### src/rtl/dogex_pkg.sv
`timescale 1ns / 1ps
// ----------------------------------------------------------------------------
// dogex_pkg
// Shared widths, register indexes, defaults and the queue entry type of the
// scale-space extremum detector.
// ----------------------------------------------------------------------------
package dogex_pkg;

  // result position widths
  localparam int ROW_W = 12;
  localparam int COL_W = 11;

  // configuration port
  localparam int CFG_IDX_W  = 2;
  localparam int CFG_DATA_W = 23;
  localparam int FW_W       = 12;
  localparam int FH_W       = 13;
  localparam int THR_W      = 23;

  localparam logic [CFG_IDX_W-1:0] REG_FRAME_WIDTH        = 2'd0;
  localparam logic [CFG_IDX_W-1:0] REG_FRAME_HEIGHT       = 2'd1;
  localparam logic [CFG_IDX_W-1:0] REG_CONTRAST_THRESHOLD = 2'd2;

  localparam logic [FW_W-1:0]  FRAME_WIDTH_RST  = 12'd640;
  localparam logic [FH_W-1:0]  FRAME_HEIGHT_RST = 13'd480;
  localparam logic [THR_W-1:0] THRESHOLD_RST    = 23'd1;

  localparam logic [FH_W-1:0] MAX_HEIGHT = 13'd4096;

  // parameter defaults
  localparam int MAX_WIDTH_DEF   = 2048;
  localparam int SAMPLE_BITS_DEF = 24;

  // decision queue between front and back
  localparam int QUEUE_DEPTH = 4;
  localparam int QCNT_W      = $clog2(QUEUE_DEPTH + 1);

  // one decided input: the position of that input and up to four decisions,
  // indexed {row is the later row, column is the later column}
  typedef struct packed {
    logic [ROW_W-1:0] row;
    logic [COL_W-1:0] col;
    logic             r_ge1;
    logic             c_ge1;
    logic             last_r;
    logic             last_c;
    logic [3:0]       key;
    logic [3:0]       maxi;
  } entry_t;

endpackage

### src/rtl/dogex_queue.sv
`timescale 1ns / 1ps
// ----------------------------------------------------------------------------
// dogex_queue
// Short FIFO of decided inputs between the front and the back.
// ----------------------------------------------------------------------------
module dogex_queue (
  input  logic                         clk,
  input  logic                         rst,
  input  logic                         push,
  input  dogex_pkg::entry_t            push_entry,
  input  logic                         pop,
  output dogex_pkg::entry_t            head,
  output logic [dogex_pkg::QCNT_W-1:0] count
);

  localparam int DEPTH = dogex_pkg::QUEUE_DEPTH;
  localparam int PW    = (DEPTH > 1) ? $clog2(DEPTH) : 1;
  localparam logic [PW-1:0] LAST_PTR = PW'(DEPTH - 1);

  dogex_pkg::entry_t slots [DEPTH];
  logic [PW-1:0] wr_ptr;
  logic [PW-1:0] rd_ptr;

  assign head = slots[rd_ptr];

  always_ff @(posedge clk) begin
    if (rst) begin
      wr_ptr <= '0;
      rd_ptr <= '0;
      count  <= '0;
    end else begin
      if (push) begin
        wr_ptr <= (wr_ptr == LAST_PTR) ? '0 : wr_ptr + 1'b1;
      end
      if (pop) begin
        rd_ptr <= (rd_ptr == LAST_PTR) ? '0 : rd_ptr + 1'b1;
      end
      case ({push, pop})
        2'b10:   count <= count + 1'b1;
        2'b01:   count <= count - 1'b1;
        default: count <= count;
      endcase
    end
  end

  always_ff @(posedge clk) begin
    if (push) begin
      slots[wr_ptr] <= push_entry;
    end
  end

  // the front reserves room before it takes an item
  a_no_overflow: assert property (@(posedge clk) disable iff (rst)
    push |-> (count < dogex_pkg::QCNT_W'(DEPTH)))
    else $error("decision queue written while full");

  a_no_underflow: assert property (@(posedge clk) disable iff (rst)
    pop |-> (count != '0))
    else $error("decision queue read while empty");

endmodule

### config.mk
export PLATFORM = sky130hd
export DESIGN_NAME = dogex_queue
export DESIGN_NICKNAME = d
export VERILOG_FILES = /design/src/rtl/dogex_pkg.sv /design/src/rtl/dogex_queue.sv
export SDC_FILE = /design/constraint.sdc
export NUM_CORES = 1
export LEC_CHECK = 0
export ABC_CLOCK_PERIOD_IN_PS = 2100
export CORE_UTILIZATION = 30
export CTS_CLUSTER_DIAMETER = 30
export DETAILED_ROUTE_END_ITERATION = 10
export DONT_BUFFER_PORTS = 1
export HOLD_SLACK_MARGIN = 0.06
export SLEW_MARGIN = 25
export SYNTH_ARGS = -nofsm -noshare
export SYNTH_HDL_FRONTEND = slang
export SYNTH_SLANG_ARGS = --single-unit
### constraint.sdc
create_clock -name clk -period 2.1 [get_ports clk]
set_input_delay 0 -clock clk [delete_from_list [all_inputs] [get_ports clk]]
set_output_delay 0 -clock clk [all_outputs]
set_load 0.02 [all_outputs]
* After elaboration in Yosys (flattened, before gate mapping)
Memories as Yosys holds them, arrays and structs flattened. A register that Yosys moved wholly into a read port is not among the register bits. Index checks and enable logic that the tools add are counted.
Word-level totals: flip-flop bits (word level) 7, RAM bits 140, input bits 39, output and inout bits 38, word-level logic and storage cells 20, memories 1
Cells by class: add/subtract/negate cells 4, equal/unequal tests 4, muxes and demuxes 7, reductions and logical operators 1
Memories:
- slots | depth 4, bits a word 35, read ports 1, clocked after Yosys merged registers in 1, write ports 1, line dogex_queue.sv:20 | dogex_pkg::entry_t slots [DEPTH];
Operator list (number):
- 2-bit 2-to-1 mux | 4
- 2-bit == test (second input constant) | 3
- 3-bit case mux with 2 select lines | 1
- 2-bit by 1-bit adder with 2-bit output (second input constant) | 2
- 3-bit by 1-bit adder with 3-bit output (second input constant) | 1
- 3-bit by 1-bit subtractor with 3-bit output (second input constant) | 1
- 2-bit by 1-bit == test with 1-bit output (second input constant) | 1
- 1-bit 2-to-1 mux | 2
- 2-bit nonzero test | 1

* Logic depth before layout (Yosys ltp)
depth after elaboration 4, depth in mapped cells 6, depth with buffers taken out 6

* Worst setup path before layout
No wires, ideal clock.
path kind register to register, start register wr_ptr[0], end memory slots[3][0] in the netlist's numbering, enable pin, setup time 0.395 ns, data arrival time 1.409 ns, data required time 1.705 ns, setup slack 0.296 ns, stages on the path, launching flop included 3, buffers on the path 0, clock period less this slack 1.804 ns, path through dfxtp_1 -> ha_1 -> and2_1
RTL lines:
- start, declared | line dogex_queue.sv:21 | logic [PW-1:0] wr_ptr;
- start signal, assigned | line dogex_queue.sv:33 | wr_ptr <= (wr_ptr == LAST_PTR) ? '0 : wr_ptr + 1'b1;
- end, declared | line dogex_queue.sv:20
No word-level cell before the write port.

* Worst setup path in the final report
start register count[0] in the netlist's numbering, end register count[2] in the netlist's numbering
Between the ends: longest elaborated chain between the ends 2, elaborated cells on any way between the ends 3, those cells by class add/sub (2); mux (1)
RTL lines:
- start, declared | line dogex_queue.sv:13 | output logic [dogex_pkg::QCNT_W-1:0] count
- start signal, assigned | line dogex_queue.sv:39 | 2'b10: count <= count + 1'b1;
- start signal, assigned | line dogex_queue.sv:40 | 2'b01: count <= count - 1'b1;
- start signal, assigned | line dogex_queue.sv:41 | default: count <= count;
- 3-bit by 1-bit subtractor with 3-bit output or 3-bit by 1-bit adder with 3-bit output (tied branches) | line dogex_queue.sv:40, dogex_queue.sv:39
- 3-bit case mux with 2 select lines (*) | line dogex_queue.sv:38 | case ({push, pop})
Mark *: on every way between the ends. The rest lies on a longest branch, timed or not. A chain may end at the register's enable or synchronous reset.

==> metrics.md <==
| Metric | Value |
|---|---|
| Most frequent cells in the layout | `edfxtp_1, dlygate4sd3_1, mux4_2, clkbuf_16, buf_12` |
| Routed wire length | `9.88 mm` |
| Dpl hpwl | `6.36 mm` |
| Chip height | `138 um` |
| Seq/Total Area, Yosys | `79.3%` |
| Synth unique cells | `20` |
| #FFs+latches synth | `149` |
| Leak | `2.27 nW` |
| Final instance area | `6950 um^2` |
| Residual DRC | `0` |
| CTS tree | `built` |
| Kind of critical path | `register to register` |
| Core Area | `18000 um^2` |
| Gpl congestion | `0.649` |
| Delay of the slowest cell on the worst path | `0.56 ns` |
| Setup_tns | `0 ns` |
| Crit path required time | `2.45 ns` |
| Router iterations before antenna repair | `4` |
| Via density | `4.48` |
| Area Growth Syn to Fin | `25.7%` |
| CTS Buffer Depth | `2` |
| Via count of the first global-routing pass | `2571` |
| Site Rows | `49` |
| Syn_nets | `271` |
| Final slew viol count | `0` |
| Initial DRC count | `96` |
| Synth area leaders | `edfxtp_1, mux4_2, dfxtp_1, mux4_1, ha_1` |
| Final Critical Period | `2.01 ns` |
| Outcome | `finished, final reports clean` |
| First-pass GRT wire length | `14.8 mm` |
| Syn. warnings | `0` |
| RSZ-0062 raised after global routing | `false` |
| Layout Utilization | `38.6%` |
| Initial antenna violation count | `0` |
| Worst Tran Pin Value | `0.511 ns` |
| Pwr/cell area | `1030 nW/um^2` |
| Layout fillers | `1630` |
| Final hold vios | `0` |
| Slew HR | `65.9%` |
| Largest net degree at the start of global routing | `21` |
| Worst-path fanout max | `3` |
| WL/cell | `18.6 um` |
| Post-synth top area cell | `edfxtp_1` |
| CP Capture Type | `register` |
| Peak supply drop | `0.485 mV` |
| Setup bufs post-CTS | `0` |
| Die Area | `19000 um^2` |
| Min-Delay Path Class | `input port to register` |
| Buffers on Ports | `0` |
| Grt ovf | `0` |
| Initial Util | `30.7%` |
| Clock Sinks | `149` |
| CTS Buf Count | `17` |
| Clock root buffer | `clkbuf_16` |
| Maximum Capacitance Violations | `0` |
| Cell Area, Synth | `5530 um^2` |
| Max frequency | `497 MHz` |
| Setup-failing EPs final | `0` |
| Via count | `2381` |
| CP cell instances | `fa_1, xnor2_1, or3_1, a21oi_1, dlygate4sd3_1` |
| Clk_lat worst skew | `0.41 ns` |
| Net count, final | `336` |
| Worst path slowest cell | `dlygate4sd3_1` |
| GRT Util Overall | `11.1%` |
| Cells after Synth | `225` |
| Tcrit/Tclk final | `95.9%` |
| Area fraction of the dominant cell type after synthesis | `76.0%` |
| Htree depth | `4` |
| Final hold slack | `0.0180 ns` |
| Most common library cell in the layout ignoring fill and taps | `edfxtp_1` |
| Ant. Diodes | `0` |
| Critical Path Source Type | `register` |
| Placed Instance Area | `5910 um^2` |
| Die X | `138 um` |
| Syn_area_per_cell | `24.6 um^2` |
| Share of cells above drive strength 1 | `26.4%` |
| Clk_skew | `0.00755 ns` |
| Detail Route Antenna Nets | `0` |
| Critical Path AT | `2.36 ns` |
| Clock slew at reported path FFs | `0.06 ns` |
| Top Ports | `77` |
==> cell families (layout without fill, tap and decap cells) <==
| logic type | count (synthesis) | in the layout | share of synthesized area, % |
|---|---|---|---|
| flops | 149 | 149 | 79.3 |
| xor+xnor | 2 | 2 | 0.317 |
| buf+inv | 12 | 90 | 1.92 |
| mux | 38 | 38 | 15.1 |
| compound gates | 4 | 4 | 0.362 |
| fa+ha+maj | 7 | 7 | 1.72 |
| simple gates | 13 | 13 | 1.24 |
==> cell type report <==
class / count / area, um^2 / area share (%)
Tap cell: 229 / 287 / 4.12
Clock inverter: 14 / 184 / 2.65
Sequential cell: 149 / 4390 / 63.2
Timing Repair Buffer: 54 / 601 / 8.64
Multi-Input combinational cell: 64 / 1050 / 15.0
Clock buffer: 18 / 429 / 6.17
Inverter: 4 / 15.0 / 0.216
==> final timing paths <==
path | from | end | slack (ns) | cells past startpoint
min reg2reg | rd_ptr[1] | register | 0.54 | 2
max reg2reg | count[0] | count[2] | 0.09 | 5
max | count[0] | count[2] | 0.09 | 5
min | push | wr_ptr[1] | 0.02 | 3
==> power by group <==
part	switching, W	internal (W)
combinational	0.000323	0.000247
sequential	0.0000681	0.00338
clock	0.00114	0.00198
total	0.00153	0.00561
==> metal layers <==
metal | vias to the layer above | part of all wire (%) | GRT usage (%)
li1 | 1076 | - | -
met1 | 1245 | 41 | 12.4
met2 | 53 | 52 | 18.8
met3 | 7 | 5.7 | 4.42
met4 | 0 | 1.2 | 4.89
met5 | - | 0 | 0
==> worst max-delay path, delay by kind of cell (launching register included) <==
family          cells  cell delay (ns)
flops               1             0.37
buf+inv             1             0.56
simple gates        1             0.30
xor+xnor            1             0.15
fa+ha+maj           1             0.45
compound gates      1             0.13
==> cell usage after synthesis <==
library cell	instances
edfxtp_1	140
mux4_2	30
dfxtp_1	9
ha_1	6
nor2_1	6
mux4_1	5
and2_1	4
inv_1	4
a21oi_1	3
buf_12	3
buf_2	3
mux2i_1	3
nor3b_1	2
buf_6	1
clkbuf_2	1
fa_1	1
o21ai_0	1
or3_1	1
xnor2_1	1
xor2_1	1
==> sequential cells by signal (all words and copies together), names as in the netlist, named ones only <==
name / count
rd_ptr: 2
wr_ptr: 2
count: 3
slots: 140
==> repair_timing <==
| item | CTS | global route |
|---|---|---|
| hold buffers | 42 | 0 |
| hold endpoints to repair | 149 | 0 |
| resized for setup | 0 | 4 |
| endpoints found under the setup margin | 0 | 1 |
==> stage by stage <==
step / total power (W) / instances / setup slack, ns
final: 0.00714 / 532 / 0.0862
after global routing: 0.00740 / 532 / 0.00124
after floorplan: 0.00388 / 225 / 0.296
after detailed placement: 0.00400 / 458 / 0.543
after global placement: 0.00399 / 458 / 0.567
after CTS: 0.00722 / 532 / 0.0249
(Power assumes the default switching activity.)
