<file path="src/rtl/dogex_pkg.sv">
`timescale 1ns / 1ps
// ----------------------------------------------------------------------------
// dogex_pkg
// Shared widths, register indexes, defaults and the queue entry type of the
// scale-space extremum detector.
// ----------------------------------------------------------------------------
package dogex_pkg;

  // result position widths
  localparam int ROW_W = 12;
  localparam int COL_W = 11;

  // configuration port
  localparam int CFG_IDX_W  = 2;
  localparam int CFG_DATA_W = 23;
  localparam int FW_W       = 12;
  localparam int FH_W       = 13;
  localparam int THR_W      = 23;

  localparam logic [CFG_IDX_W-1:0] REG_FRAME_WIDTH        = 2'd0;
  localparam logic [CFG_IDX_W-1:0] REG_FRAME_HEIGHT       = 2'd1;
  localparam logic [CFG_IDX_W-1:0] REG_CONTRAST_THRESHOLD = 2'd2;

  localparam logic [FW_W-1:0]  FRAME_WIDTH_RST  = 12'd640;
  localparam logic [FH_W-1:0]  FRAME_HEIGHT_RST = 13'd480;
  localparam logic [THR_W-1:0] THRESHOLD_RST    = 23'd1;

  localparam logic [FH_W-1:0] MAX_HEIGHT = 13'd4096;

  // parameter defaults
  localparam int MAX_WIDTH_DEF   = 2048;
  localparam int SAMPLE_BITS_DEF = 24;

  // decision queue between front and back
  localparam int QUEUE_DEPTH = 4;
  localparam int QCNT_W      = $clog2(QUEUE_DEPTH + 1);

  // one decided input: the position of that input and up to four decisions,
  // indexed {row is the later row, column is the later column}
  typedef struct packed {
    logic [ROW_W-1:0] row;
    logic [COL_W-1:0] col;
    logic             r_ge1;
    logic             c_ge1;
    logic             last_r;
    logic             last_c;
    logic [3:0]       key;
    logic [3:0]       maxi;
  } entry_t;

endpackage

</file>
<file path="src/rtl/dogex_back.sv">
`timescale 1ns / 1ps
// ----------------------------------------------------------------------------
// dogex_back
// Expands each queued entry into its one to four results, in row then
// column order, through an output register.
// ----------------------------------------------------------------------------
module dogex_back (
  input  logic                          clk,
  input  logic                          rst,
  input  dogex_pkg::entry_t             head,
  input  logic [dogex_pkg::QCNT_W-1:0]  count,
  output logic                          pop,
  output logic                          out_valid,
  input  logic                          out_stall,
  output logic [dogex_pkg::ROW_W-1:0]   pixel_row,
  output logic [dogex_pkg::COL_W-1:0]   pixel_col,
  output logic                          is_keypoint,
  output logic                          is_maximum,
  output logic                          last_of_run,
  output logic                          frame_done
);

  logic head_valid;
  logic load;
  logic ri;     // second row of the run
  logic cj;     // second column of the run
  logic rsel;   // decided row is the later row
  logic csel;
  logic last_i;
  logic last_j;
  logic last_res;
  logic [1:0] k;

  assign head_valid = (count != '0);
  assign load       = head_valid && (!out_valid || !out_stall);

  always_comb begin
    rsel     = ri || !head.r_ge1;
    csel     = cj || !head.c_ge1;
    last_i   = (ri == (head.r_ge1 && head.last_r));
    last_j   = (cj == (head.c_ge1 && head.last_c));
    last_res = last_i && last_j;
    k        = {rsel, csel};
    pop      = load && last_res;
  end

  always_ff @(posedge clk) begin
    if (rst) begin
      ri        <= 1'b0;
      cj        <= 1'b0;
      out_valid <= 1'b0;
    end else begin
      if (load) begin
        out_valid <= 1'b1;
        if (!last_j) begin
          cj <= 1'b1;
        end else begin
          cj <= 1'b0;
          ri <= !last_i;
        end
      end else if (!out_stall) begin
        out_valid <= 1'b0;
      end
    end
  end

  always_ff @(posedge clk) begin
    if (load) begin
      pixel_row   <= rsel ? head.row : head.row - 1'b1;
      pixel_col   <= csel ? head.col : head.col - 1'b1;
      is_keypoint <= head.key[k];
      is_maximum  <= head.maxi[k];
      last_of_run <= last_res;
      frame_done  <= rsel && csel && head.last_r && head.last_c;
    end
  end

  a_pop_ends_run: assert property (@(posedge clk) disable iff (rst)
    pop |=> (out_valid && last_of_run))
    else $error("entry released before its last result");

  a_frame_done_last: assert property (@(posedge clk) disable iff (rst)
    (out_valid && frame_done) |-> last_of_run)
    else $error("frame end not on the last result of its run");

endmodule

</file>
<file path="config.mk">
export PLATFORM = sky130hd
export DESIGN_NAME = dogex_back
export DESIGN_NICKNAME = d
export VERILOG_FILES = /design/src/rtl/dogex_pkg.sv /design/src/rtl/dogex_back.sv
export SDC_FILE = /design/constraint.sdc
export NUM_CORES = 1
export LEC_CHECK = 0
export ABC_CLOCK_PERIOD_IN_PS = 3750
export BUFFER_PORTS_ARGS = -buffer_cell sky130_fd_sc_hd__clkbuf_2
export CELL_PAD_IN_SITES_DETAIL_PLACEMENT = 0
export CELL_PAD_IN_SITES_GLOBAL_PLACEMENT = 1
export CORE_UTILIZATION = 38
export CTS_CLUSTER_DIAMETER = 100
export CTS_CLUSTER_SIZE = 16
export DETAILED_ROUTE_END_ITERATION = 10
export GPL_TIMING_DRIVEN = 0
export PLACE_DENSITY = 0.86
export SYNTH_ARGS = -nofsm -noshare
export SYNTH_HDL_FRONTEND = slang
export SYNTH_SLANG_ARGS = --single-unit
</file>
<file path="constraint.sdc">
create_clock -name clk -period 3.75 [get_ports clk]
set_input_delay 0.375 -clock clk [delete_from_list [all_inputs] [get_ports clk]]
set_output_delay 0.375 -clock clk [all_outputs]
set_load 0.005 [all_outputs]
</file>
Word-level counts from Yosys, hierarchy flattened
Cells that the tools add are included.
{"block": "totals", "register_bits": 30, "word_cells": 42, "output_inout_bits": 29, "input_bits": 41}
{"block": "op_classes", "reduce_logical": 18, "addsub": 2, "n_eq_ne": 3, "n_lt_le_gt_ge": 1, "n_mux": 9}
{"operator": "2-to-1 mux 12 bit", "n": 1}
{"operator": "subtractor 12 x 1 -> 12 bit (second input constant)", "n": 1}
{"operator": "2-to-1 mux 11 bit", "n": 1}
{"operator": "subtractor 11 x 1 -> 11 bit (second input constant)", "n": 1}
{"operator": "logical AND 1 bit", "n": 8}
{"operator": "zero test 1 bit", "n": 5}
{"operator": "2-to-1 mux 1 bit", "n": 5}
{"operator": "binary-select mux 1 bit (select 2 bit)", "n": 2}
{"operator": "logical OR 1 bit", "n": 3}
{"operator": "less-than comparator 2 x 3 -> 1 bit (second input constant)", "n": 1}
{"operator": "nonzero test 3 bit", "n": 1}
{"operator": "== test 1 bit", "n": 2}
{"operator": "inequality test 2 x 1 -> 1 bit (second input constant)", "n": 1}
{"operator": "AND reduction 2 bit", "n": 1}

Depth between registers and ports, before layout
{"block": "logic_depth", "word_depth": 5, "depth_mapped": 6, "depth_no_buf": 6}

Worst setup path before layout
Ideal clock, no wire load.
{"block": "synth_timing", "path_kind": "in2out", "from": "input count[1] (netlist bit)", "to": "output pop", "arrival_time_ns": 2.195, "n_path_buf": 0, "required_time_ns": 3.375, "stages": 3, "path_slack_ns": 1.180, "cell_sequence": "nor3_1 a21oi_1 and3_1"}
{"block": "synth_between", "elab_chain_len": 3}
{"element": "start: declaration", "line_no": "dogex_back.sv:11", "source": "input logic [dogex_pkg::QCNT_W-1:0] count,"}
{"element": "nonzero test 3 bit", "line_no": "dogex_back.sv:34", "source": "assign head_valid = (count != '0);"}
{"element": "logical AND 1 bit", "line_no": "dogex_back.sv:35", "source": "assign load = head_valid && (!out_valid || !out_stall);"}
{"element": "named net load", "line_no": "dogex_back.sv:24", "source": "logic load;"}
{"element": "logical AND 1 bit", "line_no": "dogex_back.sv:44", "source": "pop = load && last_res;"}
{"element": "end: declaration", "line_no": "dogex_back.sv:12", "source": "output logic pop,"}
The timed path passes the listed nets, and every way through them passes these cells.

Final worst setup path
{"block": "layout_timing", "from": "register out_valid", "to": "output pop"}
{"block": "layout_between", "elab_chain_len": 4}
{"element": "start: declaration", "line_no": "dogex_back.sv:13", "source": "output logic out_valid,"}
{"element": "start signal: assignment", "line_no": "dogex_back.sv:51", "source": "out_valid <= 1'b0;"}
{"element": "start signal: assignment", "line_no": "dogex_back.sv:54", "source": "out_valid <= 1'b1;"}
{"element": "start signal: assignment", "line_no": "dogex_back.sv:62", "source": "out_valid <= 1'b0;"}
{"element": "zero test 1 bit", "line_no": "dogex_back.sv:35"}
{"element": "logical OR 1 bit", "line_no": "dogex_back.sv:35"}
{"element": "logical AND 1 bit", "line_no": "dogex_back.sv:35"}
{"element": "named net load", "line_no": "dogex_back.sv:24"}
{"element": "logical AND 1 bit", "line_no": "dogex_back.sv:44"}
The timed path passes the listed nets, and every way through them passes these cells.

==> out/qor.yml <==
grt_pass1_vias: 1127
yosysMostFrequentCell: "edfxtp_1"
worstMarginPinSlew_ns: 0.889
slowest_stage: "a21oi_4"
fin_ws_ns: 1.64
yosysWarnings: 0
finalHoldViolCount: 0
setup_viol: 0
die_w_um: 65.2
synth_top_area_share_pct: 53.4
finalClockSkew_ns: 0.00697
yosysSeqAreaShare_pct: 57.4
clk_latency_ns: 0.28
h-tree-depth: 2
synth_adder_area_share_pct: 1.65
synth_top_family_by_area: "simple AND/OR/NAND/NOR gates"
firstDrtPassIters: 4
dieArea_mm2: 0.00425
switching_share_pct: 24.1
ys.flop_type: "edfxtp_1"
status: "finished, final reports clean"
cts_hold_buf: 0
fin_crit_ns: 2.11
place_ws_ns: 1.74
ant_nets: 0
drc: 0
critPathMaxStageDelay_ns: 0.71
wirelength_um: 3080
drv_cap: 0
cts_buffers: 5
cts-resized-gates: 0
grt_usage_pct: 15.5
required_ns: 3.38
synthMuxAreaShare_pct: 3.71
slew_violations: 0
synth_compound_area_share_pct: 1.65
synth_edf_count: 27
syn-cell-area_mm2: 0.00152
diodes: 0
dp_hpwl_um: 2480
num_rows: 22
tritoncts: "done"
cp_data_arrival_time_ns: 1.73
synthDistinctLibCells: 28
worstSetupPathType: "reg2out"
irDropWorstVdd_v: 0.000183
min_period_over_period_pct: 56.2
grt_antenna_before_repair: 0
yosys-top-cells-area: "edfxtp_1 (53%), xnor2_1 (6.3%), xor2_1 (6.3%)"
initial_core_util_pct: 40.5
avgSynthCellArea_um2: 12.8
core_mm2: 0.00374
drive_gt1_share_pct: 44.9
boundaryPins: 70
crit_chain: "a21oi_4 -> and3_1 -> clkbuf_2"
synth-simple-area-share_pct: 21.0
ys_async_sr_fraction_pct: 0
clock-sinks: 30
wl_per_cell_um: 12.6
port_buffers: 69
drtIter0Drc: 52
post_cts_buffers: 0
p_clk_share_pct: 30.6
fmax_mhz: 475
via_per_inst: 4.76
synth-seq-cells: 30
cts-root-buf: "clkbuf_8"
cp-start-kind: "flip-flop"
fill_cells: 349
grt_max_degree: 30
maxSlewHeadroom_pct: 40.6
setup_tns_ns: 0
seq_power_share_pct: 53.0
clk_pin_slew_ns: 0.06
power.switching_uw: 189
yosys.area.top_type: "edfxtp_1"
yosys.area_share.xor_xnor_pct: 12.7
chipHeight_um: 65.2
final_nets: 238
grt_first_pass_wirelength_um: 4860
cts_max_path_buffers: 2
powerDensity_mw_per_mm2: 388
netlist_instances: 119
rsz0062_at_grt: "no"
vias: 1162
yosys-top-cells-count: "edfxtp_1 (27), nand2_1 (16), xnor2_1 (11), xor2_1 (11), nor2_1 (10)"
place.gp.congestion: 0.788
endpoint_kind: "primary output"
overflow: 0
p_leak_nw: 0.886
combPwrFrac_pct: 16.4
p_int_uw: 593
hold_path.class: "in2reg"
synth_nets: 162
synthToLayoutAreaGrowth_pct: 32.8
path_max_fanout: 29
-- cell usage in the layout, fill, tap and decap left out --
cell type | Yosys | layout
ha_1 | 2 | 2
mux2_2 | 1 | 1
clkinv_1 | 0 | 1
buf_2 | 2 | 2
or3b_2 | 1 | 1
nor4b_4 | 2 | 2
clkbuf_2 | 0 | 69
mux4_2 | 2 | 2
clkinv_2 | 0 | 1
inv_1 | 5 | 5
nor3_1 | 1 | 1
nand3_1 | 2 | 2
dfxtp_1 | 3 | 3
nor4_2 | 1 | 1
nand2b_1 | 2 | 2
nand3b_2 | 1 | 1
a21oi_4 | 0 | 1
and2_1 | 1 | 1
nor2b_1 | 2 | 2
and3_1 | 1 | 1
nor4_4 | 1 | 1
clkbuf_8 | 0 | 5
nand4_1 | 2 | 2
edfxtp_1 | 27 | 27
o21ai_0 | 3 | 3
xnor2_1 | 11 | 11
a21oi_1 | 2 | 1
nor3b_2 | 1 | 1
xor2_1 | 11 | 11
nand4bb_1 | 1 | 1
clkbuf_1 | 0 | 1
nor4_1 | 5 | 5
nor2_1 | 10 | 10
nand2_1 | 16 | 16
-- cell families after synthesis --
| logic type | after synthesis |
|---|---|
| compound gates | 5 |
| xor+xnor | 22 |
| fa+ha+maj | 2 |
| buf+inv | 7 |
| flops | 30 |
| mux | 3 |
| simple gates | 50 |
-- cell type report --
type	instances	area, um^2	share of cell area [%]
tap	48	60.1	2.98
multi-input combinational	82	629	31.2
clock buffer	6	72.6	3.60
sequential	30	871	43.2
timing repair buffer	69	345	17.1
clock inverter	2	8.76	0.435
inverter	5	18.8	0.931
buffer	2	10.0	0.497
-- sequential cells by signal, summed over array words and instances, names as in the netlist --
register     flops
is_maximum       1
ri               1
last_of_run      1
cj               1
pixel_row       12
is_keypoint      1
out_valid        1
pixel_col       11
frame_done       1
-- power by group through the flow --
stage	registers, mW	logic, mW	clock network [mW]
finish	0.414	0.128	0.239
global route	0.417	0.142	0.259
CTS	0.415	0.130	0.245
detailed placement	0.422	0.130	0
global placement	0.421	0.125	0
floorplan	0.425	0.0513	0
-- routing by layer --
metal	routed length [um]	global-route usage, %	up-vias	share of wire (%)
li1	-	-	581	-
met1	1150	16.0	534	37
met2	1670	28.1	38	54
met3	176	4.69	9	5.7
met4	86	7.61	0	2.8
met5	0	0	-	0
-- path summary, 6_finish.rpt --
check | startpoint | depth (start not counted) | to | slack, ns
max | out_valid$_SDFFE_PP0P_ | 3 | pop | 1.64
min | rst | 2 | out_valid$_SDFFE_PP0P_ | 0.31
max reg2reg | out_valid$_SDFFE_PP0P_ | 3 | ri$_SDFFE_PP0P_ | 2.08
min reg2reg | out_valid$_SDFFE_PP0P_ | 2 | out_valid$_SDFFE_PP0P_ | 0.53
-- stage by stage --
| stage | power, mW | hold WS, ns | instance area [um^2] | instances | util, % |
|---|---|---|---|---|---|
| after floorplan | 0.476 | 0.444 | 1520 | 119 | - |
| final | 0.782 | 0.311 | 2020 | 244 | 53.8 |
| after global placement | 0.546 | 0.468 | 1920 | 236 | 51.4 |
| after CTS | 0.790 | 0.305 | 2020 | 244 | 53.8 |
| after detailed placement | 0.551 | 0.521 | 1930 | 236 | 51.7 |
| after global routing | 0.818 | 0.325 | 2020 | 244 | 53.8 |
-- critical path, delay by kind of cell, from the launching register on --
family                 cells  cell delay [ns]
AND/OR/NAND/NOR            1             0.28
AO/OA/AOI/OAI              1             0.71
flip-flops                 1             0.34
buffers and inverters      1             0.11
Power figures use the tool's default switching activity.
